File: config.mk
export PLATFORM = sky130hd
export DESIGN_NAME = e2q_cordic
export DESIGN_NICKNAME = d
export VERILOG_FILES = /design/src/rtl/e2q_pkg.sv /design/src/rtl/e2q_cordic.sv
export SDC_FILE = /design/constraint.sdc
export NUM_CORES = 2
export LEC_CHECK = 0
export BUFFER_PORTS_ARGS = -buffer_cell sky130_fd_sc_hd__buf_2
export CORE_MARGIN = 2
export CORE_UTILIZATION = 50
export CTS_BUF_LIST = sky130_fd_sc_hd__clkbuf_8
export DETAILED_ROUTE_END_ITERATION = 7
export PLACE_DENSITY = 0.65
export SYNTH_ARGS = -nofsm -noshare
export SYNTH_HDL_FRONTEND = slang
export SYNTH_SLANG_ARGS = --single-unit
File: constraint.sdc
create_clock -name clk -period 6.4 [get_ports clk]
set_input_delay 0.96 -clock clk [delete_from_list [all_inputs] [get_ports clk]]
set_output_delay 0.96 -clock clk [all_outputs]
set_load 0.03 [all_outputs]
File: src/rtl/e2q_pkg.sv
// Package for the Euler angle to quaternion unit.
// Holds the CORDIC angle table, fixed-point constants and widths.
// Depends on nothing.
package e2q_pkg;

    localparam int TRIG_STAGES_DEFAULT = 16;
    localparam int TABLE_LEN = 24;
    localparam int ANGLE_W = 16;
    localparam int Z_W = 34;
    localparam int XY_W = 34;
    localparam int TRIG_W = 22;
    localparam int Q_W = 16;

    localparam logic signed [ANGLE_W-1:0] ANGLE_LIMIT = 16'sd23040;
    localparam logic signed [XY_W-1:0] CORDIC_GAIN = 34'sd652032874;
    localparam logic signed [TRIG_W-1:0] ONE_Q20 = 22'sd1048576;

    function automatic logic signed [Z_W-1:0] atan_deg(input logic [4:0] idx);
        logic signed [Z_W-1:0] r;
        begin
            unique case (idx)
                5'd0: r = 34'sd754974720;
                5'd1: r = 34'sd445687602;
                5'd2: r = 34'sd235489088;
                5'd3: r = 34'sd119537938;
                5'd4: r = 34'sd60000934;
                5'd5: r = 34'sd30029717;
                5'd6: r = 34'sd15018523;
                5'd7: r = 34'sd7509720;
                5'd8: r = 34'sd3754917;
                5'd9: r = 34'sd1877466;
                5'd10: r = 34'sd938734;
                5'd11: r = 34'sd469367;
                5'd12: r = 34'sd234684;
                5'd13: r = 34'sd117342;
                5'd14: r = 34'sd58671;
                5'd15: r = 34'sd29335;
                5'd16: r = 34'sd14668;
                5'd17: r = 34'sd7334;
                5'd18: r = 34'sd3667;
                5'd19: r = 34'sd1833;
                5'd20: r = 34'sd917;
                5'd21: r = 34'sd458;
                5'd22: r = 34'sd229;
                5'd23: r = 34'sd115;
                default: r = '0;
            endcase
            return r;
        end
    endfunction

endpackage

File: src/rtl/e2q_cordic.sv
// Pipelined rotation-mode CORDIC giving sine and cosine of half an angle.
// One register stage per iteration. Depends on e2q_pkg.
module e2q_cordic #(
    parameter int TRIG_STAGES = e2q_pkg::TRIG_STAGES_DEFAULT
) (
    input  logic                                clk,
    input  logic                                rst_n,
    input  logic                                valid,
    input  logic signed [e2q_pkg::ANGLE_W-1:0]  angle,
    output logic                                out_valid,
    output logic signed [e2q_pkg::TRIG_W-1:0]   sin_val,
    output logic signed [e2q_pkg::TRIG_W-1:0]   cos_val
);
    localparam int N = (TRIG_STAGES < e2q_pkg::TABLE_LEN) ? TRIG_STAGES : e2q_pkg::TABLE_LEN;
    localparam int XW = e2q_pkg::XY_W;
    localparam int ZW = e2q_pkg::Z_W;

    logic                  v_reg [0:N];
    logic signed [XW-1:0]  x_reg [0:N];
    logic signed [XW-1:0]  y_reg [0:N];
    logic signed [ZW-1:0]  z_reg [0:N];
    logic signed [e2q_pkg::ANGLE_W-1:0] a_clamp;
    logic signed [XW-1:0] cr;
    logic signed [XW-1:0] sr;

    always_comb
    begin
        if (angle > e2q_pkg::ANGLE_LIMIT)
            a_clamp = e2q_pkg::ANGLE_LIMIT;
        else if (angle < -e2q_pkg::ANGLE_LIMIT)
            a_clamp = -e2q_pkg::ANGLE_LIMIT;
        else
            a_clamp = angle;
    end

    always_ff @(posedge clk or negedge rst_n)
    begin
        if (!rst_n)
            v_reg[0] <= 1'b0;
        else
            v_reg[0] <= valid;
    end

    always_ff @(posedge clk)
    begin
        x_reg[0] <= e2q_pkg::CORDIC_GAIN;
        y_reg[0] <= '0;
        z_reg[0] <= {{(ZW-ZW+2){a_clamp[e2q_pkg::ANGLE_W-1]}}, a_clamp, 16'd0};
    end

    for (genvar i = 0; i < N; i++) begin : g_stage
        logic signed [XW-1:0] dx;
        logic signed [XW-1:0] dy;
        assign dx = y_reg[i] >>> i;
        assign dy = x_reg[i] >>> i;

        always_ff @(posedge clk or negedge rst_n)
        begin
            if (!rst_n)
                v_reg[i+1] <= 1'b0;
            else
                v_reg[i+1] <= v_reg[i];
        end

        always_ff @(posedge clk)
        begin
            if (!z_reg[i][ZW-1])
            begin
                x_reg[i+1] <= x_reg[i] - dx;
                y_reg[i+1] <= y_reg[i] + dy;
                z_reg[i+1] <= z_reg[i] - e2q_pkg::atan_deg(5'(i));
            end
            else
            begin
                x_reg[i+1] <= x_reg[i] + dx;
                y_reg[i+1] <= y_reg[i] - dy;
                z_reg[i+1] <= z_reg[i] + e2q_pkg::atan_deg(5'(i));
            end
        end
    end

    assign cr = (x_reg[N] + XW'(512)) >>> 10;
    assign sr = (y_reg[N] + XW'(512)) >>> 10;

    always_ff @(posedge clk or negedge rst_n)
    begin
        if (!rst_n)
            out_valid <= 1'b0;
        else
            out_valid <= v_reg[N];
    end

    always_ff @(posedge clk)
    begin
        if (cr > XW'(e2q_pkg::ONE_Q20))
            cos_val <= e2q_pkg::ONE_Q20;
        else if (cr < -XW'(e2q_pkg::ONE_Q20))
            cos_val <= -e2q_pkg::ONE_Q20;
        else
            cos_val <= cr[e2q_pkg::TRIG_W-1:0];
        if (sr > XW'(e2q_pkg::ONE_Q20))
            sin_val <= e2q_pkg::ONE_Q20;
        else if (sr < -XW'(e2q_pkg::ONE_Q20))
            sin_val <= -e2q_pkg::ONE_Q20;
        else
            sin_val <= sr[e2q_pkg::TRIG_W-1:0];
    end
endmodule

==> results.md <==
* Count of pins over their slew limit at 0
* CP startpoint kind: register
* Final period util at 0.833
* Largest area contributor in the netlist: dfxtp_1
* Mapped Nets at 14,170
* Buffer count from post-CTS setup fixing at 0
* Status: complete, no violations
* RSZ-0062 raised after global routing: false
* Register area share after synthesis at 0.276
* Setup Skew at 0.0671 ns
* Avg Cell Area, Syn at 8.48 µm²
* Post-Syn Area at 108,000 µm²
* Ports at 64
* EDFF count, synth at 0
* WL/cell at 18.7 µm
* # DRC at 0
* Critical Path Slowest Stage Cell: o311ai_0
* Inserted Clock Buffers at 285
* Critical path class: reg2reg
* Placer Congestion at 0.966
* Port Buf Inserts at 63
* Hold WC Path Type: in2reg
* CTS-repair resized insts at 0
* Max reg flops at 502
* Routed WL at 298,000 µm
* Synth top area share at 0.272
* Die Wd at 468 µm
* Vias in the first global route at 88,554
* Synthesis-to-layout area growth at 8.91%
* Ys Warns at 0
* Crit-path max cell delay at 0.72 ns
* CTS tree: yes
* Final net count at 14,377
* Required @ worst endpoint at 7.29 ns
* Routed vias at 92,674
* Synth top cells by count: dfxtp_1, ha_1, a21oi_1
* Slew @ Worst Pin at 1.13 ns
* First-pass GRT wire length at 473,000 µm
* Initial antenna violation count at 9
* Worst setup EP type: register
* Crit path DAT at 6.22 ns
* FILL cells at 19,872
* Share of layout cells above drive strength 1 at 0.0539
* Core Region at 215,000 µm²
* Maximum Capacitance Violations at 0
* 1st-iter DRT viols at 6,767
* Synth unique cells at 100
* Skew-Pair Late Insertion Delay at 1.03 ns
* Total global routing overflow at 0
* Seq cells post-synth at 1,483
* GRT Total Usage at 0.264
* Main synth FF type: dfxtp_1
* DR pass1 iterations at 6
* Pin count of the biggest net entering global routing at 72
* HPWL after DPL at 240,000 µm
* Mapped Cells at 12,726
* ANT nets after route at 0
* Setup_tns at 0 ns
* CP Max Fanout at 5
* Starting Density at 0.503
* Longest Clk Path Bufs at 4
* Vias per inst at 5.80
* Crit path time final at 5.33 ns
* Reg clk slew, reported paths at 0.06 ns
* DIE AREA at 219,000 µm²
* Worst slew margin at 0.236
* Fmax achieved at 0.188 GHz
* CTS sink count at 1,483
* Die Ht at 468 µm
* CTS H-tree lvls at 5
* Largest cells by area after synthesis: dfxtp_1, ha_1, xnor2_1
* Count leader, synth: dfxtp_1
* Row count at 170
* Root buffer cell: clkbuf_8
* Fraction of registers with async set/reset at 0.0121
* Crit-path cells: nor3_1, nand2_1, nor4_1, nand2b_1, nor4_1, and2_1, nor3b_1, a21oi_1, xnor2_1, ha_1, and3_1, and3_1, nand3_1, o31ai_1, nor3_1, o311ai_0, a221oi_1, o21ba_2, xnor2_1
* Final Setup Violations at 0
* Final Util at 0.547
* Final hold vios at 0
## area by class of cell
cell class / instances / area, µm² / area share
multi-input cells: 10495 / 75300 / 0.641
flip-flops and latches: 1483 / 29800 / 0.254
clock buffers: 345 / 4750 / 0.0404
well taps: 2838 / 3550 / 0.0302
inverters: 556 / 2090 / 0.0178
clock inverters: 133 / 1320 / 0.0112
repair buffers: 112 / 688 / 0.00586
diodes: 5 / 12.5 / 0.000106
## cell families (layout without fill, tap and decap cells)
family                     count (synthesis)  count (layout)  share of synthesized area
muxes                                    114             114                     0.0111
other                                      0               5                          0
xor gates and xnor gates                1814            1814                      0.147
and+or+nand+nor                         3451            3451                      0.155
adders and majority gates               1425            1425                      0.168
buffers and inverters                    748            1146                     0.0261
DFF                                     1483            1483                      0.276
AOI/OAI and AO/OA                       3691            3691                      0.217
## per-layer routing
metal	track usage	routed length, µm
met5	0	23
met4	0.0756	8040
met3	0.0333	13800
met2	0.449	139000
met1	0.348	137000
## cells in the final DEF, fill, tap and decap left out, types with 37 or more instances in the layout
cell type and count:
xor2_1 620, nor2b_1 202, and2_1 98, dfxtp_1 1451, and3_1 109, nor2_1 1202, fa_1 42, o31ai_1 55
mux2_2 48, o21ai_0 552, a21o_1 554, nor3_1 343, nor4_1 92, nand2_1 607, buf_4 47, or2_2 39
nand2b_1 175, clkbuf_8 345, a211oi_1 106, o21a_1 239, o211ai_1 42, nand4_1 83, ha_1 1383, o21bai_1 124
or3_1 85, inv_1 604, nor3b_1 39, nand3_1 243, a21oi_1 1380, a31oi_1 157, o41ai_1 44, buf_2 63
mux2i_1 66, a21boi_0 37, xnor2_1 1193, clkinv_2 42
## stage by stage
stage	hold WS, ns	cells	setup slack [ns]	instance area (µm²)
global placement	0.316	15482	1.21	111000
finish	0.185	15967	1.07	117000
floorplan	0.310	12726	1.75	108000
detailed placement	0.314	15482	1.16	111000
global route	0.118	15966	0.518	117000
CTS	0.0878	15962	1.12	117000
## critical path, delay by kind of cell (launching register included)
kind,cells,cell delay [ns]
compound gates,5,1.64
xor+xnor,2,0.27
fa+ha+maj,1,0.41
flops,1,0.34
simple gates,11,2.57
## worst paths after layout
kind	startpoint	end	slack [ns]	cells after the start
setup / recovery	x_reg[7][11]	y_reg[8][33]	1.07	19
setup reg to reg	x_reg[7][11]	y_reg[8][33]	1.07	19
min in group asynchronous	rst_n	out_valid	0.43	2
hold reg to reg	z_reg[0][20]	z_reg[1][20]	0.30	0
hold / removal	angle[6]	z_reg[0][22]	0.19	2
max in group asynchronous	rst_n	v_reg[16]	5.69	2
## timing repair
item,in CTS,in global routing
endpoints found under the setup margin,0,0
hold endpoints to repair,19,0
hold buffers,2,0
Power is left out: the tool's default activity adds up to more than one toggle a clock period on the data nets, which glitch-free logic cannot reach.
